<file path="config.mk">
export PLATFORM = sky130hd
export DESIGN_NAME = bgcd_step
export DESIGN_NICKNAME = d
export VERILOG_FILES = /design/src/hdl/assert_macros.svh /design/src/hdl/bgcd_pkg.sv /design/src/hdl/bgcd_step.sv
export SDC_FILE = /design/constraint.sdc
export NUM_CORES = 1
export LEC_CHECK = 0
export ABC_CLOCK_PERIOD_IN_PS = 11000
export BUFFER_PORTS_ARGS = -buffer_cell sky130_fd_sc_hd__buf_4
export CAP_MARGIN = 20
export CORE_AREA = 3 3 217 219
export DETAILED_ROUTE_END_ITERATION = 10
export DIE_AREA = 0 0 220 222
export GPL_ROUTABILITY_DRIVEN = 0
export PLACE_DENSITY = 0.66
export SLEW_MARGIN = 25
export SYNTH_ARGS = -nofsm -noshare
export SYNTH_HDL_FRONTEND = slang
export SYNTH_SLANG_ARGS = --single-unit
</file>
<file path="constraint.sdc">
create_clock -name i_clk -period 11 [get_ports i_clk]
set_clock_uncertainty 0.2 [all_clocks]
set_input_delay 1.1 -clock i_clk [delete_from_list [all_inputs] [get_ports i_clk]]
set_output_delay 1.1 -clock i_clk [all_outputs]
set_load 0.03 [all_outputs]
</file>
<file path="src/hdl/assert_macros.svh">
// Assertion macros for the RTL file that carries checks
`ifndef ASSERT_MACROS_SVH
`define ASSERT_MACROS_SVH

// Clocked implication check, disabled while reset is asserted
`define ASSERT_CLK(label, prop, msg) \
    label: assert property (@(posedge i_clk) disable iff (!i_rst_n) prop) \
        else $error(msg);

// Clocked check that also holds during reset
`define ASSERT_ALWAYS(label, prop, msg) \
    label: assert property (@(posedge i_clk) prop) else $error(msg);

`endif

</file>
<file path="src/hdl/bgcd_pkg.sv">
// Types, constants and step functions for the binary GCD modular inverse
package bgcd_pkg;

    localparam int OPERAND_BITS = 31;
    localparam int MAX_STEPS    = 128;
    localparam int STEP_LIMIT   = 4096;
    // number of unrolled step stages
    localparam int NUM_STEPS    = (MAX_STEPS > STEP_LIMIT) ? STEP_LIMIT : MAX_STEPS;

    // stream word widths, padded to whole bytes
    localparam int IN_DATA_W  = ((2 * OPERAND_BITS + 7) / 8) * 8;
    localparam int OUT_DATA_W = ((OPERAND_BITS + 7) / 8) * 8;

    typedef logic [OPERAND_BITS-1:0] t_opnd;

    // working state of one item between step stages
    typedef struct packed {
        t_opnd u;
        t_opnd v;
        t_opnd b;
        t_opnd x1;
        t_opnd x2;
    } t_state;

    // one result word
    typedef struct packed {
        t_opnd inverse;
        logic  no_inverse;
    } t_result;

    // halve modulo b: add b first when odd, then halve the full sum including its carry
    function automatic t_opnd half_mod(input t_opnd x, input t_opnd b);
        logic [OPERAND_BITS:0] s;
        s = {1'b0, x} + {1'b0, b};
        return x[0] ? s[OPERAND_BITS:1] : (x >> 1);
    endfunction

    // subtract modulo b: add b back when x is below y
    function automatic t_opnd sub_mod(input t_opnd x, input t_opnd y, input t_opnd b);
        t_opnd corr;
        corr = (x >= y) ? '0 : b;
        return x - y + corr;
    endfunction

endpackage

</file>
<file path="src/hdl/bgcd_step.sv">
// One registered iteration of the binary extended GCD
module bgcd_step
    import bgcd_pkg::*;
(
    input  logic   i_clk,
    input  logic   i_rst_n,
    input  logic   i_en,
    input  logic   i_vld,
    input  t_state i_st,
    output logic   o_vld,
    output t_state o_st
);

    logic   r_vld;
    t_state r_st;
    t_state n_st;
    logic   w_fin;

    // stop once either side has reached one
    assign w_fin = (i_st.u == t_opnd'(1)) || (i_st.v == t_opnd'(1));

    // next state: halve u if even, else v if even, else subtract the smaller from the larger
    always_comb begin
        n_st = i_st;
        if (!w_fin) begin
            priority if (!i_st.u[0]) begin
                n_st.u  = i_st.u >> 1;
                n_st.x1 = half_mod(i_st.x1, i_st.b);
            end else if (!i_st.v[0]) begin
                n_st.v  = i_st.v >> 1;
                n_st.x2 = half_mod(i_st.x2, i_st.b);
            end else if (i_st.u >= i_st.v) begin
                n_st.u  = i_st.u - i_st.v;
                n_st.x1 = sub_mod(i_st.x1, i_st.x2, i_st.b);
            end else begin
                n_st.v  = i_st.v - i_st.u;
                n_st.x2 = sub_mod(i_st.x2, i_st.x1, i_st.b);
            end
        end
    end

    // stage register, advances with the pipeline enable
    always_ff @(posedge i_clk) begin
        if (!i_rst_n) begin
            r_vld <= 1'b0;
        end else if (i_en) begin
            r_vld <= i_vld;
        end
        if (i_en) begin
            r_st <= n_st;
        end
    end

    assign o_vld = r_vld;
    assign o_st  = r_st;

endmodule

</file>
# Word level (Yosys, flattened, before mapping)
# Index checks and enable logic that the tools add are counted.
# W data, S select, Z words.
[totals] register_bits=156 inputBits=159 out_inout_bits=156 word_cells=38
[op_classes] add_sub_neg=8 order_cmp=3 eq_ne=2 n_mux=18 n_reduce_logical=1
[ops] operator="$mux W31" count=16
[ops] operator="$mux W62" count=2
[ops] operator="$sub A31 B31 Y31" count=4
[ops] operator="$ge A31 B31 Y1" count=3
[ops] operator="$add A31 B31 Y32" count=2
[ops] operator="$add A31 B31 Y31" count=2
[ops] operator="$eq A31 B1 Y1 const B" count=2
[ops] operator="$logic_or A1 B1 Y1" count=1

# Logic depth before layout (Yosys ltp)
[logic_depth] word_depth=7 depth_mapped=27 ltp_nobuf=25

# Least setup slack after synthesis
# Ideal clock, no wire load.
[synth_path] kind="input -> register" startpoint="in i_st[4] (netlist bit)" endpoint="reg r_st, in the netlist o_st[30] (data pin)" setup_ns=0.261 arrival_ns=5.823 t_required_ns=10.539 slack_ns=4.716 path_stages=23 n_path_buf=1 cell_sequence="inv_1 > ha_1 > a21o_1 > a21oi_1 > nor2b_1 > o31ai_1 > o2111ai_1 > a31oi_1 > nor2b_1 > clkbuf_1 > nand2_1 > fa_1 > fa_1 > nor2b_1 > o31a_1 > o21ai_1 > a31o_2 > o311ai_2 > a211oi_2 > o31ai_1 > a31oi_1 > xnor2_1 > a221o_1"
[synth_rtl] element="start: declaration" line_no="bgcd_step.sv:9" text="input t_state i_st,"
[synth_rtl] element="end signal: assignment" line_no="bgcd_step.sv:50" text="r_st <= n_st;"
[synth_rtl] element="end: declaration" line_no="bgcd_step.sv:15" text="t_state r_st;"

==> results.cfg <==
[timing]
setup_tns_ns = 0
period_share_pct = 63.24
rsz0062_at_grt = no
slew_violations = 0
slew_headroom_pct = 40.75
period_minus_slack_ns = 6.956
max_freq_mhz = 143.8
hold_viol_final = 0
fin_hold_ws_ns = 0.3245
tightestPinTransition_ns = 0.8866
setup_viol = 0

[drt]
vias = 20070
drtIter0Drc = 2183
highest_layer = met4
wl_per_cell_microns = 22.08
wl_met1_microns = 29750
wl_met3_microns = 7047
post-route-drc-count = 0
drt-total-wl_microns = 72430
ant_nets = 0
vias_per_cell = 6.117
drtPass1Iterations = 8
route.met2.wl_microns = 32030

[cts]
clk_latency_ns = 0.50
cts_setup_buffers = 0
cts-resized-gates = 0
cts_buffer_depth = 2
cts_tree = yes
clk_pin_slew_ns = 0.07
cts_num_sinks = 156
cts_root_buf = clkbuf_16
cts_buffers = 17
h-tree-depth = 4
hold_buffers = 0

[placed_design]
dp.cells = 3249
port_buffers = 314
hpwl_microns = 56480

[finish]
synthToLayoutAreaGrowth_pct = 16.62
final_cells = 3281
final_nets = 3134
drive_above_1_share_pct = 15.56

[global_routing]
grt_pass1_wl_microns = 109400
grt_start_max_net_pins = 61
antenna_found_initial = 1
grt_use_total_pct = 29.00
grt-ovfl-total = 0
grt_pass1_vias = 19400

[die]
die_area_sq_um = 48840
ios = 315
die_h_microns = 222
start_util_pct = 44.69
die_w_microns = 220
rows = 78
core_area_sq_um = 45280

[synthesis]
synth.largest_area_cell = edfxtp_1
ys_ff_latch = 156
synth_ff_type = edfxtp_1
synth_edf_count = 155
async_flop_share_pct = 0
synthTopCellsByCount = inv_1 (257), ha_1 (243), a21oi_1 (238)
syn_area_per_cell_sq_um = 8.325
yosysMostFrequentCell = inv_1
syn-cell-area_sq_um = 20240
synthDistinctLibCells = 93
synthesis.nets = 2897
synthCells = 2431
synth_warnings = 0
synth_top_area_share_pct = 23.00
yosysSeqAreaShare_pct = 23.10
synthTopCellsByArea = edfxtp_1 (23%), ha_1 (15%), fa_1 (6.3%)

[status]
status = complete, no violations

[run]
drv_cap = 0

[critical_path]
cp-end-kind = register
crit_path_start_kind = input pin
cp.arrival_ns = 7.01
worstPathMaxFanout = 56
critPathRequiredTime_ns = 11.06
path_class = in -> reg

[power_and_ir_drop]
p_leak_uw = 0.01085
power_density_nw_per_um2 = 126.2
ir_worst_vdd_uv = 129.6

[hold_path]
hp-class = reg -> reg
cells by family after synthesis:
kind of cell    after synthesis  share of synthesized area, %
simple gates                588                         13.73
mux                          14                        0.6986
fa+ha+maj                   307                         21.35
xor+xnor                    161                         6.968
flops                       156                         23.10
compound gates              835                         26.92
buf+inv                     370                         7.233
metal layers:
metal	track usage, %	up-vias
met3	6.112	212
met1	37.85	9432
met4	14.37	0
li1	-	9267
met2	45.47	1159
met5	0	-
worst paths after layout:
kind                start  endpoint  slack, ns  depth (start not counted)
setup / recovery  i_st[0]  o_st[30]       4.04                         27
hold / removal      o_vld     o_vld       0.32                          2
setup reg to reg    o_vld     o_vld      10.21                          2
hold reg to reg     o_vld     o_vld       0.32                          2
placed cells by master (no fill, tap or decap), drive strengths merged, types with 13 or more instances in the layout:
cell / count
a22oi: 20
clkbuf: 17
a21oi: 241
inv: 265
ha: 243
and2: 15
edfxtp: 155
nand2b: 27
a211oi: 23
o31ai: 13
xnor2: 91
fa: 64
nor3: 29
nor2: 147
o21a: 17
a31oi: 38
a21o: 95
nor2b: 19
nand3: 58
nand2: 195
nor4: 17
a221oi: 27
nand4: 28
o211ai: 17
o21ai: 153
and3: 17
mux2i: 13
o22ai: 86
o21bai: 23
buf: 329
xor2: 70
power breakdown:
part / total (uW) / internal (uW) / switching, uW / leakage (uW)
Sequential: 765 / 741 / 24.6 / 0.00153
Clock: 622 / 336 / 286 / 0.000276
Combinational: 1590 / 618 / 973 / 0.00905
Total: 2980 / 1690 / 1280 / 0.0108
final cells by class:
type / instances / area [sq um]
multi-input cells: 1905 / 14140
flip-flops and latches: 156 / 4674
diodes: 1 / 2.502
fillers: 4265 / 21680
repair buffers: 329 / 2474
clock buffers: 17 / 425.4
clock inverters: 14 / 158.9
inverters: 259 / 972.2
well taps: 600 / 750.7
worst max-delay path: stages:
cell and delay (ns):
buf_4 0.29, inv_1 0.38, ha_1 0.21, nor2b_1 0.04, o21ai_0 0.13, a21oi_1 0.09
o31ai_1 0.20, o2111ai_1 0.17, a31oi_1 0.32, nor2b_2 0.20, buf_4 0.31, nand2_1 0.10
ha_1 0.28, inv_1 0.06, ha_1 0.19, inv_1 0.07, fa_1 0.40, nor2b_1 0.18
o31a_1 0.18, o21ai_1 0.09, a31o_2 0.29, o311ai_2 0.49, a211oi_2 0.17, o31ai_1 0.40
a31oi_1 0.17, xnor2_1 0.15, a221o_1 0.29
sequential cells by signal (all words and copies together), names as in the netlist:
| register | count |
|---|---|
| o_vld | 1 |
| o_st | 155 |
stage by stage:
step	cell area [sq um]	setup slack, ns	power (uW)	utilization, %
2_1_floorplan	20240	4.716	1860	-
3_3_place_gp	23000	3.738	2303	50.79
3_5_place_dp	23010	3.634	2328	50.82
4_1_cts	23600	4.168	2968	52.11
5_1_grt	23600	3.734	3160	52.12
6_report	23600	4.044	2978	52.12
Note: power is estimated with default switching activity, not from simulation.
