==> config.mk <==
export PLATFORM = sky130hd
export DESIGN_NAME = bgcd_skid
export DESIGN_NICKNAME = d
export VERILOG_FILES = /design/src/hdl/assert_macros.svh /design/src/hdl/bgcd_pkg.sv /design/src/hdl/bgcd_skid.sv
export SDC_FILE = /design/constraint.sdc
export NUM_CORES = 1
export LEC_CHECK = 0
export ABC_AREA = 1
export BUFFER_PORTS_ARGS = -buffer_cell sky130_fd_sc_hd__buf_2
export CORE_MARGIN = 2
export CORE_UTILIZATION = 35
export DETAILED_ROUTE_END_ITERATION = 6
export PLACE_DENSITY = 0.67
export SETUP_SLACK_MARGIN = 0.5
export SLEW_MARGIN = 5
export SYNTH_ARGS = -nofsm -noshare
export SYNTH_HDL_FRONTEND = slang
export SYNTH_SLANG_ARGS = --single-unit
==> constraint.sdc <==
create_clock -name i_clk -period 9.8 [get_ports i_clk]
set_input_delay 0 -clock i_clk [delete_from_list [all_inputs] [get_ports i_clk]]
set_output_delay 0 -clock i_clk [all_outputs]
set_load 0.005 [all_outputs]
==> src/hdl/assert_macros.svh <==
// Assertion macros for the RTL file that carries checks
`ifndef ASSERT_MACROS_SVH
`define ASSERT_MACROS_SVH

// Clocked implication check, disabled while reset is asserted
`define ASSERT_CLK(label, prop, msg) \
    label: assert property (@(posedge i_clk) disable iff (!i_rst_n) prop) \
        else $error(msg);

// Clocked check that also holds during reset
`define ASSERT_ALWAYS(label, prop, msg) \
    label: assert property (@(posedge i_clk) prop) else $error(msg);

`endif

==> src/hdl/bgcd_pkg.sv <==
// Types, constants and step functions for the binary GCD modular inverse
package bgcd_pkg;

    localparam int OPERAND_BITS = 31;
    localparam int MAX_STEPS    = 128;
    localparam int STEP_LIMIT   = 4096;
    // number of unrolled step stages
    localparam int NUM_STEPS    = (MAX_STEPS > STEP_LIMIT) ? STEP_LIMIT : MAX_STEPS;

    // stream word widths, padded to whole bytes
    localparam int IN_DATA_W  = ((2 * OPERAND_BITS + 7) / 8) * 8;
    localparam int OUT_DATA_W = ((OPERAND_BITS + 7) / 8) * 8;

    typedef logic [OPERAND_BITS-1:0] t_opnd;

    // working state of one item between step stages
    typedef struct packed {
        t_opnd u;
        t_opnd v;
        t_opnd b;
        t_opnd x1;
        t_opnd x2;
    } t_state;

    // one result word
    typedef struct packed {
        t_opnd inverse;
        logic  no_inverse;
    } t_result;

    // halve modulo b: add b first when odd, then halve the full sum including its carry
    function automatic t_opnd half_mod(input t_opnd x, input t_opnd b);
        logic [OPERAND_BITS:0] s;
        s = {1'b0, x} + {1'b0, b};
        return x[0] ? s[OPERAND_BITS:1] : (x >> 1);
    endfunction

    // subtract modulo b: add b back when x is below y
    function automatic t_opnd sub_mod(input t_opnd x, input t_opnd y, input t_opnd b);
        t_opnd corr;
        corr = (x >= y) ? '0 : b;
        return x - y + corr;
    endfunction

endpackage

==> src/hdl/bgcd_skid.sv <==
// Output register with a skid slot so the pipeline stall is registered
module bgcd_skid
    import bgcd_pkg::*;
(
    input  logic    i_clk,
    input  logic    i_rst_n,
    input  logic    i_vld,
    input  t_result i_res,
    output logic    o_ready,
    output logic    o_vld,
    output t_result o_res,
    input  logic    i_ready
);

    logic    r_out_vld;
    t_result r_out;
    logic    r_skid_vld;
    t_result r_skid;

    // space while the skid slot is empty
    assign o_ready = !r_skid_vld;

    always_ff @(posedge i_clk) begin
        if (!i_rst_n) begin
            r_out_vld  <= 1'b0;
            r_skid_vld <= 1'b0;
        end else if (!r_out_vld || i_ready) begin
            // output slot free: refill from skid first, else from input
            if (r_skid_vld) begin
                r_out_vld  <= 1'b1;
                r_out      <= r_skid;
                r_skid_vld <= 1'b0;
            end else begin
                r_out_vld <= i_vld;
                r_out     <= i_res;
            end
        end else if (i_vld && !r_skid_vld) begin
            // output held: park the incoming word
            r_skid     <= i_res;
            r_skid_vld <= 1'b1;
        end
    end

    assign o_vld = r_out_vld;
    assign o_res = r_out;

endmodule
# After elaboration in Yosys (flattened, before gate mapping)
# Cells that the tools add are included.
classes:
  magnitude_cmp: 0
  shifts: 0
  add_sub_neg: 0
  mux: 2
  bitwise_logic: 2
  n_div: 0
  multipliers: 0
  n_reduce_logical: 7
  eq_ne: 0
op_table:
  columns: ["operator", "n"]
  rows:
  - ["32-bit two-way mux", 1]
  - ["3-bit AND reduction", 1]
  - ["1-bit logical NOT", 2]
  - ["1-bit NOT", 2]
  - ["2-bit AND reduction", 1]
  - ["2-bit OR reduction", 1]
  - ["1-bit logical AND", 1]
  - ["1-bit logical OR", 1]
  - ["1-bit two-way mux", 1]
totals:
  mem_bits_rw: 0
  latchBits: 0
  memories: 0
  romBits: 0
  regBits: 66
  word_cells: 17
  in_bits: 36

# Logic depth before layout (Yosys ltp)
logic_depth:
  depth_word: 4
  depth_mapped: 5
  depth_no_buf: 3

# Worst setup path before layout
# Ideal clock, no wire load.
synth_timing:
  path_type: "register -> register"
  from: "reg r_out_vld, in the netlist o_vld"
  to: "reg r_out, in the netlist o_res[0], enable pin"
  setup_time_ns: 0.471
  arrival_ns: 2.701
  setup_slack_ns: 6.628
  n_path_buf: 0
  path_stages_with_launch: 2
  path_cell_list: "dfxtp_1 a21boi_0"
synth_between:
  elab_chain_cells: 3
synth_lines:
  columns: ["item", "line", "source"]
  rows:
  - ["start, declared", "bgcd_skid.sv:15", "logic r_out_vld;"]
  - ["start signal, assigned", "bgcd_skid.sv:34", "r_out_vld <= i_vld;"]
  - ["1-bit logical NOT", "bgcd_skid.sv:27", "end else if (!r_out_vld || i_ready) begin"]
  - ["1-bit logical OR", "bgcd_skid.sv:27", null]
  - ["2-bit AND reduction (no line)", null, null]
  - ["end signal, assigned", "bgcd_skid.sv:31", "r_out <= r_skid;"]
  - ["end signal, assigned", "bgcd_skid.sv:35", "r_out <= i_res;"]
  - ["end, declared", "bgcd_skid.sv:16", "t_result r_out;"]
# Every way passes these cells.
# A chain may end at the register's enable or synchronous reset.

# Final worst setup path
layout_timing:
  from: "reg r_skid_vld"
  to: "reg r_skid[27] in the netlist's numbering, enable pin"
layout_between:
  elab_chain_cells: 3
layout_lines:
  columns: ["item", "line", "source"]
  rows:
  - ["start, declared", "bgcd_skid.sv:17", "logic r_skid_vld;"]
  - ["start signal, assigned", "bgcd_skid.sv:26", "r_skid_vld <= 1'b0;"]
  - ["start signal, assigned", "bgcd_skid.sv:32", "r_skid_vld <= 1'b0;"]
  - ["start signal, assigned", "bgcd_skid.sv:40", "r_skid_vld <= 1'b1;"]
  - ["1-bit logical NOT", "bgcd_skid.sv:37", "end else if (i_vld && !r_skid_vld) begin"]
  - ["1-bit logical AND", "bgcd_skid.sv:37", null]
  - ["3-bit AND reduction (no line)", null, null]
  - ["end signal, assigned", "bgcd_skid.sv:39", "r_skid <= i_res;"]
  - ["end, declared", "bgcd_skid.sv:18", "t_result r_skid;"]
# Every way passes these cells.

==> out/results.tsv <==
stage	metric	value	unit
synth	synth_edf_count	64	
power_and_ir_drop	power_density	177	nW/um^2
die	die-area	7860	sq um
worst_setup_path	arrival	2070	ps
grt	grt_max_degree	36	
die	core	6870	sq um
die	start_util	0.365	
cts	path_clk_slew	70	ps
grt	busiest_layer	met2	
cts	clk_latency	330	ps
grt	antenna_found_initial	0	
drt	drc	0	
worst_setup_path	crit_path_end	r_skid[27]	
power_and_ir_drop	combPwrFrac	0.076	
timing	slew_headroom	0.302	
min_path	hold_path_depth	3	
worst_setup_path	path_max_fanout	35	
cts	clock-sinks	66	
drt	vias_per_cell	4.07	
cts	h-tree-depth	3	
synth	async_flop_share	0	
timing	min_period	2110	ps
timing	drv_slew	0	
place	placed_area	2910	sq um
timing	hold_violations	0	
worst_setup_path	critPathSlowestCell	nor2_4	
grt	grt_pass1_vias	1633	
power_and_ir_drop	vdd.ir_drop.worst	0.0000695	V
timing	tightest_slew	1040	ps
worst_setup_path	timing.rr.start	r_skid_vld	
synth	netlist_instances	179	
die	die-width	88.7	microns
cts	cts_buffers	9	
run	maxCapViolCount	0	
grt	grt_overflow	0	
synth	ys_ff_latch	66	
die	ios	70	
die	die_h	88.7	microns
worst_setup_path	setup.worst_path.start	r_skid_vld	
grt	met2_usage	0.203	
synth	syn_nets	215	
worst_setup_path	startpoint_type	flip-flop	
grt	grt_pass1_wl	7.29	mm
layout	drive_gt1_frac	0.361	
power_and_ir_drop	swShare	0.201	
timing	finalSetupViolations	0	
place	port_buffers	69	
cts	clockRootBuffer	clkbuf_8	
power_and_ir_drop	power_frac_seq	0.536	
cts	cts_tree	done	
synth	yosys-top-cells-area	edfxtp_1 (77%), nand2_1 (12%), nand2_2 (4.7%)	
power_and_ir_drop	fin_total_pwr	0.612	mW
synth	yosysMostFrequentCell	nand2_1	
grt	grt_util_met1	0.153	
cts	clk_path_buf_depth	2	
worst_setup_path	reg2regPathDepth	3	
power_and_ir_drop	leakage	1.43	nW
worst_setup_path	cp_top_family	simple AND/OR/NAND/NOR gates	
drt	drt-wirelength-per-cell	11.8	microns
grt	use_met3	0.0317	
synth	synth_area_leader_cell	edfxtp_1	
synth	synth_cell_types	13	
min_path	hp-class	in -> reg	
layout	final_area	3450	sq um
synth	synth_common_cells	nand2_1 (79), edfxtp_1 (64), nand2_2 (19)	
layout	antennaDiodeCount	0	
timing	clock.fmax	473	MHz
layout	final_nets	322	
grt	grt_usage	0.126	
synth	avgSynthCellArea	14.0	sq um
power_and_ir_drop	internal-power	0.488	mW
worst_setup_path	worst-setup-path-type	reg -> reg	
synth	synth_area	2510	sq um
timing	tns	0	ps
layout	syn_to_final_growth	37.6	%
drt	first_iter_violations	91	
worst_setup_path	required	9750	ps
synth	ys.flop_type	edfxtp_1	
drt	firstDrtPassIters	4	
worst_setup_path	cp.depth	3	
drt	vias	1576	
power_and_ir_drop	power_frac_clock	0.388	
worst_setup_path	crit_path_max_incr_delay	730	ps
synth	yosysWarningCount	0	
drt	antenna_left	0	
die	placementRows	30	
timing	fin_crit_sh	0.216	
timing	rsz0062_at_grt	no	
place	place_congestion	0.603	
worst_setup_path	ff2ff_setup_slack	7690	ps
place	dpl.hpwl	2.94	mm
power_and_ir_drop	p_sw	0.123	mW
worst_setup_path	crit_chain	inv_8, nand2_1, nor2_4	
worst_setup_path	worst-path-buf-inv	1	
worst_setup_path	cp-end-kind	flip-flop	
synth	yosysSeqAreaShare	0.782	
synth	synth_top_area_frac	0.766	
drt	wl	4.58	mm
cts	ctsResizeCount	0	
outcome	status	finished, final reports clean	
timing	finClkSkew	5.52	ps
worst_setup_path	r2r-end	r_skid[27]	
==> registers in the layout, indices dropped and copies added, names as in the netlist <==
register	cells
o_vld	1
r_skid	32
r_skid_vld	1
o_res	32
==> worst min-delay path by stage <==
stage | start | to | slack [ps]
2_1_floorplan | i_res[0] | r_skid[0] | 100
3_3_place_gp | i_res[31] | r_skid[31] | 200
3_5_place_dp | i_res[16] | r_skid[16] | 200
4_1_cts | i_rst_n | r_skid_vld | 30
5_1_grt | i_rst_n | r_skid_vld | 70
6_report | i_rst_n | r_skid_vld | 50
==> per-layer routing <==
metal | wire length [microns] | part of all wire
met4 | 109 | 0.024
met2 | 2130 | 0.47
met5 | 0 | 0
met3 | 257 | 0.056
met1 | 2080 | 0.45
==> worst register-to-register path, stage by stage (launching register included) <==
cell,delay (ps)
dfxtp_2,550
inv_8,320
nand2_1,140
nor2_4,730
==> placed cells by master (no fill, tap or decap) <==
master and instances:
edfxtp_1 64, inv_1 1, a21boi_4 1, dlygate4sd3_1 34
nand3_1 1, nand2_1 79, clkinvlp_4 1, dfxtp_2 1
dfxtp_1 1, bufinv_16 2, clkinv_2 1, buf_2 69
nand2_2 19, clkbuf_8 9, clkinv_1 3, nor2_4 1
o21ai_0 1, nor2_1 2, inv_8 1
==> power groups by stage <==
stage / Combinational, mW / Clock, mW / Sequential [mW]
global route: 0.0526 / 0.255 / 0.329
detailed placement: 0.0368 / 0 / 0.334
finish: 0.0464 / 0.238 / 0.328
CTS: 0.0475 / 0.243 / 0.328
floorplan: 0.0153 / 0 / 0.335
global placement: 0.0359 / 0 / 0.333
==> cells by family after synthesis <==
family,after synthesis,synth area share
simple gates,102,0.172
flops,66,0.782
compound gates,2,0.00498
buf+inv,9,0.0414
==> through the flow <==
step | hold slack, ps | setup slack, ps | instances | utilization
global route | 73.9 | 7550 | 387 | 0.503
global placement | 195 | 7720 | 337 | 0.423
floorplan | 98.9 | 6630 | 179 | -
detailed placement | 201 | 7670 | 337 | 0.423
CTS | 32.6 | 7660 | 387 | 0.503
finish | 52.0 | 7690 | 387 | 0.503
==> timing repair <==
action	CTS	global route
buffers inserted	0	0
endpoints found under the hold margin	66	0
hold buffers	34	0
==> area by class of cell <==
| class | count | area, sq um |
|---|---|---|
| fillers | 656 | 3410 |
| clock inverters | 7 | 83.8 |
| multi-input cells | 104 | 463 |
| well taps | 96 | 120 |
| flip-flops and latches | 66 | 1960 |
| clock buffers | 9 | 124 |
| repair buffers | 103 | 686 |
| inverters | 2 | 15.0 |
Power figures use the tool's default switching activity.
