<file path="src/hdl/assert_macros.svh">
// Assertion macros for the RTL file that carries checks
`ifndef ASSERT_MACROS_SVH
`define ASSERT_MACROS_SVH

// Clocked implication check, disabled while reset is asserted
`define ASSERT_CLK(label, prop, msg) \
    label: assert property (@(posedge i_clk) disable iff (!i_rst_n) prop) \
        else $error(msg);

// Clocked check that also holds during reset
`define ASSERT_ALWAYS(label, prop, msg) \
    label: assert property (@(posedge i_clk) prop) else $error(msg);

`endif

</file>
<file path="src/hdl/bgcd_pkg.sv">
// Types, constants and step functions for the binary GCD modular inverse
package bgcd_pkg;

    localparam int OPERAND_BITS = 31;
    localparam int MAX_STEPS    = 128;
    localparam int STEP_LIMIT   = 4096;
    // number of unrolled step stages
    localparam int NUM_STEPS    = (MAX_STEPS > STEP_LIMIT) ? STEP_LIMIT : MAX_STEPS;

    // stream word widths, padded to whole bytes
    localparam int IN_DATA_W  = ((2 * OPERAND_BITS + 7) / 8) * 8;
    localparam int OUT_DATA_W = ((OPERAND_BITS + 7) / 8) * 8;

    typedef logic [OPERAND_BITS-1:0] t_opnd;

    // working state of one item between step stages
    typedef struct packed {
        t_opnd u;
        t_opnd v;
        t_opnd b;
        t_opnd x1;
        t_opnd x2;
    } t_state;

    // one result word
    typedef struct packed {
        t_opnd inverse;
        logic  no_inverse;
    } t_result;

    // halve modulo b: add b first when odd, then halve the full sum including its carry
    function automatic t_opnd half_mod(input t_opnd x, input t_opnd b);
        logic [OPERAND_BITS:0] s;
        s = {1'b0, x} + {1'b0, b};
        return x[0] ? s[OPERAND_BITS:1] : (x >> 1);
    endfunction

    // subtract modulo b: add b back when x is below y
    function automatic t_opnd sub_mod(input t_opnd x, input t_opnd y, input t_opnd b);
        t_opnd corr;
        corr = (x >= y) ? '0 : b;
        return x - y + corr;
    endfunction

endpackage

</file>
<file path="src/hdl/bgcd_final.sv">
// Result selection, final reduction below the modulus and failure flag
module bgcd_final
    import bgcd_pkg::*;
(
    input  logic    i_clk,
    input  logic    i_rst_n,
    input  logic    i_en,
    input  logic    i_vld,
    input  t_state  i_st,
    output logic    o_vld,
    output t_result o_res
);

    logic    r_vld;
    t_result r_res;
    t_result n_res;
    t_opnd   w_sel;
    t_opnd   w_red;
    logic    w_u_one;
    logic    w_v_one;

    assign w_u_one = (i_st.u == t_opnd'(1));
    assign w_v_one = (i_st.v == t_opnd'(1));
    assign w_sel   = w_u_one ? i_st.x1 : i_st.x2;
    assign w_red   = (w_sel >= i_st.b) ? (w_sel - i_st.b) : w_sel;

    // no inverse: field forced to zero
    always_comb begin
        n_res.no_inverse = !w_u_one && !w_v_one;
        n_res.inverse    = n_res.no_inverse ? '0 : w_red;
    end

    always_ff @(posedge i_clk) begin
        if (!i_rst_n) begin
            r_vld <= 1'b0;
        end else if (i_en) begin
            r_vld <= i_vld;
        end
        if (i_en) begin
            r_res <= n_res;
        end
    end

    assign o_vld = r_vld;
    assign o_res = r_res;

endmodule

</file>
<file path="config.mk">
export PLATFORM = sky130hd
export DESIGN_NAME = bgcd_final
export DESIGN_NICKNAME = d
export VERILOG_FILES = /design/src/hdl/assert_macros.svh /design/src/hdl/bgcd_pkg.sv /design/src/hdl/bgcd_final.sv
export SDC_FILE = /design/constraint.sdc
export NUM_CORES = 1
export LEC_CHECK = 0
export ABC_CLOCK_PERIOD_IN_PS = 7000
export BUFFER_PORTS_ARGS = -buffer_cell sky130_fd_sc_hd__buf_4
export CORE_MARGIN = 4
export CORE_UTILIZATION = 25
export DETAILED_ROUTE_END_ITERATION = 12
export HOLD_SLACK_MARGIN = 0.05
export SETUP_SLACK_MARGIN = 0.3
export SLEW_MARGIN = 40
export SYNTH_ARGS = -nofsm -noshare
export SYNTH_HDL_FRONTEND = slang
export SYNTH_SLANG_ARGS = --single-unit
</file>
<file path="constraint.sdc">
create_clock -name i_clk -period 7 [get_ports i_clk]
set_clock_uncertainty 0.1 [all_clocks]
set_input_delay 1.75 -clock i_clk [delete_from_list [all_inputs] [get_ports i_clk]]
set_output_delay 1.75 -clock i_clk [all_outputs]
set_load 0.05 [all_outputs]
</file>
### Word level (Yosys, flattened, before mapping)

Index checks and enable logic that the tools add are counted.

| storage, ports and cells | value |
|---|---|
| bits in registers | 33 |
| bits of input ports | 159 |
| output and inout bits | 33 |
| word-level logic and storage cells | 12 |

| cells by class | value |
|---|---|
| add/subtract/negate cells | 1 |
| $lt $le $gt $ge | 1 |
| equality and inequality tests | 2 |
| multiplexer cells | 2 |
| reduce and logical (&&, ||, !) cells | 3 |

Operator list:

| cell | count |
|---|---|
| 31-bit by 1-bit == test with 1-bit output, second input constant | 2 |
| 31-bit two-way mux | 2 |
| 31-bit >= comparator | 1 |
| 31-bit subtractor | 1 |
| 1-bit logical NOT | 2 |
| 1-bit logical AND | 1 |

### Logic depth before layout (Yosys ltp)

Gate-level depths: netlist of the first run.

| depth | value |
|---|---|
| word-level depth | 4 |
| gate-level depth with buffers | 19 |
| mapped depth without buffers | 17 |

### Worst setup path before layout of the first run

No wires, ideal clock.

| timing path | value |
|---|---|
| path kind | input port to flip-flop |
| start point | input i_st[125] in the netlist's numbering |
| end point | register r_res (netlist bit o_res[19]) (data pin) |
| library setup time | 0.266 ns |
| arrival | 5.387 ns |
| data required time | 6.634 ns |
| slack | 1.247 ns |
| stages | 18 |
| path buffers | 3 |
| cells stage by stage | nor4b_1 -> nand4_1 -> nor2_1 -> clkbuf_1 -> mux2_2 -> ha_1 -> a21o_1 -> a211o_1 -> o211ai_2 -> a211o_1 -> a311oi_2 -> a21oi_2 -> o21ai_2 -> a21o_1 -> buf_6 -> buf_12 -> mux2i_1 -> nor2_1 |

| on the way | value |
|---|---|
| longest elaborated chain between the ends | 4 |
| elaborated cells on any way between the ends | 7 |
| those cells by class | add/sub: 1; order compare: 1; eq/ne: 1; mux: 2; reduce/logical: 2 |

RTL lines:

| element | RTL line | text |
|---|---|---|
| start: declaration | bgcd_final.sv:9 | `input t_state i_st,` |
| 31-bit by 1-bit == test with 1-bit output * | bgcd_final.sv:22 | `assign w_u_one = (i_st.u == t_opnd'(1));` |
| 31-bit two-way mux | bgcd_final.sv:24 | `assign w_sel = w_u_one ? i_st.x1 : i_st.x2;` |
| 31-bit subtractor or 31-bit >= comparator (tied branches) | bgcd_final.sv:25 | `assign w_red = (w_sel >= i_st.b) ? (w_sel - i_st.b) : w_sel;` |
| 31-bit two-way mux | bgcd_final.sv:25 |  |
| end signal: assignment | bgcd_final.sv:40 | `r_res <= n_res;` |
| end: declaration | bgcd_final.sv:15 | `t_result r_res;` |

Every way passes the cells marked *; elsewhere a longest branch is shown, timed or not.
A chain may end at the register's enable or synchronous reset.

### Final worst setup path of the first run

| timing path | value |
|---|---|
| start point | input i_st[125] in the netlist's numbering |
| end point | register r_res (netlist bit o_res[29]) (data pin) |

The elaborated chain is that of the path after synthesis.

==> results of run 1 <==
-- power by group through the flow --
| stage | sequential, mW | combinational, mW | clock, mW |
|---|---|---|---|
| after floorplan | 0.270 | 0.195 | 0 |
| after global placement | 0.233 | 0.346 | 0 |
| after detailed placement | 0.234 | 0.347 | 0 |
| after CTS | 0.230 | 0.350 | 0.220 |
| after global routing | 0.230 | 0.381 | 0.231 |
| final | 0.229 | 0.347 | 0.213 |
-- layer usage --
| metal | GRT usage, % | vias up | routed length (µm) |
|---|---|---|---|
| met5 | 0 | - | 0 |
| met4 | 3.851 | 0 | 191 |
| met3 | 3.708 | 13 | 956 |
| met2 | 28.40 | 145 | 6770 |
| met1 | 16.19 | 1671 | 5065 |
| li1 | - | 1878 | - |
-- cells in the final DEF (no fill, tap or decap), types with 7 or more instances in the layout --
master,n
nand2_1,17
mux2i_1,26
a21oi_1,23
nand3_1,10
xnor2_1,18
ha_1,31
nor2_2,7
nor2_1,34
nand4_1,8
xor2_1,10
inv_1,35
a21o_1,14
nor4_1,12
mux2_2,31
buf_4,194
edfxtp_1,32
o21ai_0,13
nor3_1,7
-- worst max-delay path, stage by stage --
cell and delay (ns):
buf_4 0.11, nor4b_1 0.32, nand4_1 0.21, nor2_4 0.15, buf_4 0.26, mux2i_1 0.25, ha_1 0.20, inv_1 0.06
fa_1 0.39, a21o_1 0.22, a311oi_1 0.28, o21ai_0 0.27, o21ai_1 0.32, a31oi_4 0.15, a21oi_1 0.23, o31ai_1 0.09
a21oi_1 0.19, xor2_1 0.19, a211oi_2 0.09
-- area by class of cell --
class	count	share of cell area, %
clock inverters	1	0.06843
clock buffers	6	2.349
inverters	35	2.395
well taps	184	4.197
repair buffers	195	26.92
multi-input cells	324	46.19
flip-flops and latches	33	17.88
-- worst max path at each step --
stage / end / slack, ns / depth (start not counted)
after detailed placement: o_res[26] / 0.83 / 17
final: o_res[29] / 1.17 / 19
after global routing: o_res[27] / 0.76 / 19
after floorplan: o_res[19] / 1.25 / 18
after CTS: o_res[26] / 1.11 / 17
after global placement: o_res[26] / 0.84 / 17
-- logic make-up (layout without fill, tap and decap cells) --
family / count (synthesis) / after routing / share of synthesized area, %
AOI/OAI and AO/OA: 91 / 91 / 17.68
xor gates and xnor gates: 28 / 28 / 6.464
adders and majority gates: 32 / 32 / 10.75
buffers and inverters: 53 / 237 / 7.684
DFF: 33 / 33 / 25.86
muxes: 57 / 57 / 16.06
and+or+nand+nor: 116 / 116 / 15.50
-- registers in the layout, indices dropped and copies added, names as in the netlist --
name   cells
o_res     32
o_vld      1
-- cells in the mapped netlist (2+ instances only) --
master,count
nor2_1,36
nand4_1,8
edfxtp_1,32
a21oi_1,23
inv_1,35
nor2_2,6
o21ai_0,13
buf_6,4
a21o_1,15
nor4_1,12
o21bai_1,2
nor3_1,7
ha_1,31
buf_12,3
o21ba_2,2
mux2i_1,26
o21a_1,2
and3_1,3
and4_1,2
a31o_2,2
a211oi_2,6
a211oi_1,3
a311oi_1,2
clkbuf_1,6
xor2_1,10
nand3_1,10
a221oi_1,2
nor4b_1,3
xnor2_1,18
nand2_1,17
buf_4,3
a221o_1,3
nor2b_1,4
mux2_2,31
a31oi_1,2
o21ai_1,2
a211o_1,2
nand2b_1,5
o211ai_1,2
==> impl_metrics.csv, run 1 <==
group,metric,value,unit
run_status,status,"finished clean",
critical_path,reg2reg_depth,2,
placement,dpl.hpwl,10670,µm
routing,avgRoutedWirePerCell,16.69,µm
logic_synthesis,synth.distinct_cells,54,
logic_synthesis,ys_seq_elements,33,
logic_synthesis,ys_dominant_reg_cell,"edfxtp_1",
floorplan,rows,44,
floorplan,io_pins,192,
sta,finalSetupViolCount,0,
clock_tree,clockBufferDepth,2,
pwr,p_per_area,143.9,mW/mm²
floorplan,die_h,131.2,µm
grt,grt_pass1_vias,4076,
pwr,power,0.7893,mW
pwr,seqPwrFrac,29.0,%
cells_and_area,drive_gt1_share,43.10,%
pwr,leakagePower,2.510,nW
critical_path,crit_arrival,5.74,ns
pwr,p_sw,0.2689,mW
cells_and_area,ff_latch_area,980.9,µm²
grt,grt_first_pass_wirelength,20890,µm
logic_synthesis,syn-num-nets,601,
logic_synthesis,avgSynthCellArea,9.253,µm²
sta,setup_slack,1.173,ns
clock_tree,cts_sinks,33,
critical_path,reg2reg_setup_slack,6.31,ns
logic_synthesis,yosys_warnings,0,
pwr,p_comb_share,43.9,%
critical_path,timing.rr.start,"o_vld",
min_path,hold_end,"o_vld",
logic_synthesis,netlist_area,0.003794,mm²
clock_tree,clk_pin_slew_worst_paths,0.05,ns
cells_and_area,fin_cells,778,
cells_and_area,stdcell_area,0.005485,mm²
cells_and_area,area_growth,44.59,%
routing,drc,0,
cells_and_area,insertedDiodeCount,0,
critical_path,worst-setup-path-type,"in -> reg",
critical_path,path_max_fanout,17,
sta,drv_slew,0,
logic_synthesis,synth_area_leaders,"edfxtp_1 (25%), ha_1 (10%), mux2_2 (9.2%)",
routing,firstDrtPassIters,4,
sta,max_slew_margin,57.20,%
sta,finalSetupTns,0,ns
clock_tree,numCtsBuffers,5,
clock_tree,cts_root_buf,"clkbuf_16",
logic_synthesis,synth_top_area_cell,"edfxtp_1",
sta,max_freq,171.6,MHz
routing,drt_iter0_markers,131,
clock_tree,cts_tree,"built",
pwr,clockPowerShare,27.0,%
clock_tree,ctsResizeCount,0,
clock_tree,clkLatencyLatePin,0.28,ns
clock_tree,cts_setup_buffers,0,
pwr,power.internal,0.5203,mW
floorplan,die_w,131.2,µm
cells_and_area,utilization,37.32,%
grt,grt_util_all_layers,14.80,%
logic_synthesis,syn_inst,410,
sta,fin_crit,5.827,ns
min_path,hp-start,"o_vld",
pwr,swShare,34.07,%
min_path,hp-class,"reg -> reg",
placement,io_buffers,191,
clock_tree,htree_levels,2,
min_path,hold_depth,2,
critical_path,worstPathRequired,6.91,ns
run,cap_violations,0,
routing,viasPerCell,4.765,
pwr,peakVddDrop,73.32,µV
logic_synthesis,synth_seq_area_share,25.86,%
sta,rsz0062_at_grt,"no",
floorplan,start_util,25.81,%
logic_synthesis,synth_edf_count,32,
grt,antenna_found_initial,0,
sta,period_share,83.24,%
placement,placed_cells,771,
floorplan,core,0.01470,mm²
placement,place_congestion,0.8961,
sta,hold_viol,0,
routing,num_vias,3707,
critical_path,cp-end-kind,"flop",
cells_and_area,final.fill_count,1551,
routing,routed_wl,12980,µm
clock_tree,cts_hold_buf,0,
cells_and_area,layout.nets,785,
critical_path,r2r-end,"o_vld",
grt,grt_max_degree,38,
placement,placed_area,0.005351,mm²
logic_synthesis,async_flop_share,0,%
routing,postRouteAntennaNets,0,
critical_path,cp-start-kind,"input port",
floorplan,dieArea,0.01721,mm²
sta,tightest_slew,0.6404,ns
cells_and_area,multi_input_area,0.002534,mm²
sta,fin_hold_ws,0.4156,ns
grt,grt-ovfl-total,0,
placement,dp_slack,0.8340,ns
logic_synthesis,yosysTopAreaCellShare,25.33,%
critical_path,startpoint,"i_st[125]",
Note: power is estimated with default switching activity, not from simulation.
==> run 2: changes to the inputs <==
Settings changed: ABC_CLOCK_PERIOD_IN_PS 7000 to 5290.
Clock period 7 ns to 5.29 ns, I/O delays scaled along.
==> impl_metrics.csv, run 2 (synthesis results as in run 1) <==
group,metric,value,unit
cells_and_area,largest_reg_flops,32,
placement,io_buffers,191,
sta,finalSetupTns,0,ns
clock_tree,clkLatencyLatePin,0.28,ns
routing,drt_iter0_markers,154,
sta,max_freq,196.9,MHz
critical_path,timing.rr.start,"o_vld",
min_path,hold_end,"o_vld",
critical_path,cp-end-kind,"flop",
placement,place_congestion,0.8764,
floorplan,die_h,131.2,µm
pwr,clockPowerShare,24.1,%
grt,grt_util_all_layers,15.32,%
routing,avgRoutedWirePerCell,15.87,µm
routing,postRouteAntennaNets,0,
grt,grt_first_pass_wirelength,21980,µm
clock_tree,cts_hold_buf,0,
grt,grt-ovfl-total,0,
critical_path,path_max_fanout,14,
pwr,p_sw,0.3985,mW
pwr,leakagePower,3.052,nW
floorplan,core,0.01470,mm²
pwr,p_comb_share,50.3,%
cells_and_area,insertedDiodeCount,0,
grt,antenna_found_initial,0,
min_path,hp-start,"o_vld",
floorplan,rows,44,
cells_and_area,area_growth,76.09,%
cells_and_area,layout.nets,875,
min_path,hold_depth,2,
sta,tightest_slew,0.5003,ns
routing,num_vias,4165,
clock_tree,cts_tree,"built",
sta,drv_slew,0,
pwr,peakVddDrop,105.8,µV
routing,firstDrtPassIters,4,
grt,grt_pass1_vias,4519,
clock_tree,cts_root_buf,"clkbuf_16",
critical_path,r2r-end,"o_vld",
cells_and_area,fin_cells,868,
floorplan,start_util,25.81,%
routing,routed_wl,13770,µm
critical_path,worst-setup-path-type,"in -> reg",
critical_path,reg2reg_depth,2,
pwr,power.internal,0.7853,mW
cells_and_area,final_cell_mix,"buf_4 (270), inv_1 (35), nor2_1 (34)",
floorplan,io_pins,192,
clock_tree,cts_sinks,33,
critical_path,crit_arrival,5.01,ns
floorplan,die_w,131.2,µm
cells_and_area,final_common_cell,"buf_4",
pwr,p_per_area,177.2,mW/mm²
sta,setup_slack,0.2109,ns
placement,dpl.hpwl,11000,µm
run_status,status,"finished clean",
run,cap_violations,0,
clock_tree,clockBufferDepth,2,
clock_tree,htree_levels,2,
placement,dp_slack,-0.3861,ns
sta,fin_crit,5.079,ns
pwr,swShare,33.67,%
critical_path,startpoint,"i_st[138]",
routing,viasPerCell,4.798,
placement,placed_cells,846,
pwr,power,1.184,mW
floorplan,dieArea,0.01721,mm²
critical_path,worstPathRequired,5.22,ns
sta,rsz0062_at_grt,"yes",
sta,max_slew_margin,66.30,%
clock_tree,clk_pin_slew_worst_paths,0.06,ns
clock_tree,numCtsBuffers,5,
routing,drc,0,
pwr,seqPwrFrac,25.6,%
sta,hold_viol,0,
min_path,hp-class,"reg -> reg",
critical_path,reg2reg_setup_slack,4.61,ns
cells_and_area,final.fill_count,1423,
sta,fin_hold_ws,0.4165,ns
cells_and_area,drive_gt1_share,56.29,%
sta,period_share,96.01,%
sta,finalSetupViolCount,0,
grt,grt_max_degree,34,
critical_path,cp-start-kind,"input port",
## run 2: cell count changes in the layout (fill, tap and decap cells not counted), sizes merged
cell	previous run	this run
buf	195	285
## run 2: final cells by class
cell class	instances	area, µm²	area share (%)
multi-input combinational	324	2928	43.83
timing repair buffer	285	2277	34.09
sequential	33	980.9	14.68
tap	184	230.2	3.446
inverter	35	131.4	1.967
clock buffer	6	128.9	1.929
clock inverter	1	3.754	0.05619
## run 2: critical path, cell delays in order
cell,delay (ns)
buf_6,0.10
nor4_4,0.28
nand4_1,0.21
nor2_4,0.22
buf_12,0.14
buf_12,0.13
mux2_4,0.33
ha_4,0.27
and3_4,0.20
nand3_4,0.07
a21o_1,0.19
a211o_1,0.29
a311oi_2,0.35
a21oi_2,0.11
o21ai_2,0.13
a21o_4,0.18
buf_12,0.16
mux2i_1,0.24
nor2_1,0.06
## run 2: how the worst max path moves through the flow
stage,endpoint
global route,o_res[17]
floorplan,o_res[26]
CTS,o_res[27]
detailed placement,o_res[17]
global placement,o_res[26]
finish,o_res[7]
## run 2: layer usage
metal	wire length (µm)	share of wire [%]	vias up	track usage, %
met5	0	0	-	0
met4	215	1.6	0	4.259
met3	854	6.2	14	3.287
met2	7113	52	135	28.97
met1	5589	41	1955	17.32
li1	-	-	2061	-
## run 2: power groups by stage
| stage | combinational, mW | clock [mW] | sequential, mW |
|---|---|---|---|
| after floorplan | 0.262 | 0 | 0.357 |
| after global placement | 0.531 | 0 | 0.309 |
| after CTS | 0.567 | 0.293 | 0.304 |
| final | 0.595 | 0.285 | 0.303 |
| after global routing | 0.646 | 0.302 | 0.304 |
| after detailed placement | 0.537 | 0 | 0.309 |
## run 2: what timing repair did
| action | 4_1_cts | 5_1_grt |
|---|---|---|
| gates cloned | 1 | 0 |
| setup buffers | 10 | 4 |
| resized for setup | 36 | 38 |
| endpoints found under the setup margin | 31 | 31 |
| pin swaps | 5 | 13 |
## run 2: per-stage QoR
step | utilization (%) | instance area [µm²]
4_1_cts | 43.74 | 6430
6_report | 45.45 | 6680
3_5_place_dp | 40.66 | 5977
3_3_place_gp | 40.66 | 5977
2_1_floorplan | - | 3850
5_1_grt | 45.45 | 6680
==> run 3: changes to the inputs <==
Settings changed: SETUP_SLACK_MARGIN 0.3 to 0.1.
==> impl_metrics.csv, run 3 (synthesis results as in run 1) <==
group,metric,value,unit
sta,max_freq,197.9,MHz
grt,grt_pass1_vias,4392,
cells_and_area,ff_latch_area,980.9,µm²
pwr,clockPowerShare,25.2,%
critical_path,worstPathRequired,5.22,ns
critical_path,critical-path-top-delay-family,"compound AO/OA/AOI/OAI gates",
placement,placed_cells,841,
routing,routed_wl,13570,µm
sta,hold_viol,0,
clock_tree,htree_levels,2,
critical_path,crit_top_cell,"buf_12",
cells_and_area,fin_cells,854,
clock_tree,clk_pin_slew_worst_paths,0.05,ns
clock_tree,cts_tree,"built",
run_status,status,"finished clean",
floorplan,io_pins,192,
pwr,p_per_area,180.1,mW/mm²
routing,avgRoutedWirePerCell,15.89,µm
run,cap_violations,0,
grt,grt_max_degree,34,
pwr,p_comb_share,47.9,%
sta,fin_crit,5.054,ns
pwr,p_sw,0.3752,mW
cells_and_area,multi_input_area,0.002638,mm²
cells_and_area,final_common_cell,"buf_4",
floorplan,die_w,131.2,µm
clock_tree,cts_root_buf,"clkbuf_16",
sta,period_share,95.54,%
cells_and_area,final_cell_mix,"buf_4 (262), inv_1 (35), nor2_1 (34)",
cells_and_area,insertedDiodeCount,0,
cells_and_area,largest_reg_flops,32,
floorplan,die_h,131.2,µm
pwr,leakagePower,2.932,nW
grt,grt-ovfl-total,0,
sta,finalSetupViolCount,0,
routing,firstDrtPassIters,6,
cells_and_area,drive_gt1_share,51.49,%
critical_path,path_max_fanout,6,
routing,num_vias,4053,
cells_and_area,area_growth,64.68,%
pwr,peakVddDrop,112.9,µV
placement,dpl.hpwl,11150,µm
routing,viasPerCell,4.746,
sta,max_slew_margin,68.21,%
cells_and_area,final.fill_count,1463,
sta,drv_slew,0,
routing,drc,0,
grt,antenna_found_initial,0,
critical_path,crit_arrival,4.98,ns
critical_path,worst-setup-path-type,"in -> reg",
min_path,hp-class,"reg -> reg",
critical_path,cp-start-kind,"input port",
routing,postRouteAntennaNets,0,
floorplan,rows,44,
critical_path,critPathSlowestCell,"ha_1",
critical_path,path_buf_inv,5,
cells_and_area,layout.nets,860,
routing,drt_iter0_markers,93,
critical_path,crit_chain,"buf_4, nor4b_2, nand4_1, nor2_4, buf_12, buf_12, buf_12, mux2_2, ha_1, and4_1, nand2b_4, o21ba_2, o21ai_2, buf_4, a31oi_4, a21oi_2, o21ba_2, o21ai_1, xnor2_1, a211oi_2",
placement,io_buffers,191,
grt,grt_first_pass_wirelength,21070,µm
pwr,swShare,33.34,%
critical_path,slowest_delay,0.39,ns
clock_tree,numCtsBuffers,5,
floorplan,core,0.01470,mm²
clock_tree,clkLatencyLatePin,0.28,ns
placement,place_congestion,0.9000,
critical_path,cp-end-kind,"flop",
clock_tree,clockBufferDepth,2,
cells_and_area,utilization,42.50,%
grt,grt_util_all_layers,14.77,%
sta,fin_hold_ws,0.4161,ns
clock_tree,cts_sinks,33,
sta,tightest_slew,0.4769,ns
floorplan,dieArea,0.01721,mm²
floorplan,start_util,25.81,%
sta,rsz0062_at_grt,"yes",
pwr,power.internal,0.7502,mW
pwr,seqPwrFrac,27.0,%
==> run 3: through the flow <==
stage,setup TNS (ns),area [µm²],setup WS (ns),total power [mW]
floorplan,0,3797,0.1443,0.6141
global placement,-2.313,5912,-0.3899,0.8285
detailed placement,-2.795,5939,-0.3540,0.8347
CTS,0,6106,0.09115,1.127
global route,0,6247,0.003535,1.189
finish,0,6247,0.2357,1.125
==> run 3: worst min-delay path, cell delays in order (launching register included) <==
cell	delay (ns)
dfxtp_1	0.32
mux2i_1	0.06
nor2b_1	0.09
==> run 3: power by group through the flow <==
stage	registers, mW	clock network [mW]	logic (mW)
after floorplan	0.357	0	0.257
after global placement	0.309	0	0.519
after detailed placement	0.309	0	0.526
after CTS	0.304	0.291	0.532
after global routing	0.305	0.302	0.583
final	0.304	0.283	0.539
==> run 3: final cells by class <==
cell class	instances	area share [%]
tap	184	3.685
timing repair buffer	270	34.11
sequential	33	15.70
multi-input combinational	324	42.22
clock buffer	8	2.183
inverter	35	2.103
==> run 3: per-layer routing <==
metal	wire (µm)	track usage (%)	vias to the layer above
met5	0	0	-
met3	904	3.670	20
met1	5156	15.18	1860
met4	318	4.667	0
met2	7192	29.15	145
li1	-	-	2028
==> run 3: path summary, 6_finish.rpt <==
path | slack [ns] | startpoint | endpoint | cells after the start
worst max-delay path | 0.24 | i_st[125] | o_res[27] | 20
worst min-delay path | 0.42 | o_vld | o_vld | 2
worst max register to register | 4.61 | o_vld | o_vld | 2
worst min register to register | 0.42 | o_vld | o_vld | 2
==> run 3: timing repair <==
action / CTS / global route
gates cloned: 0 / 1
hold buffers: 0 / 0
setup buffers: 1 / 3
gates resized for setup: 5 / 16
pin swaps: 5 / 6
setup endpoints to repair: 5 / 31
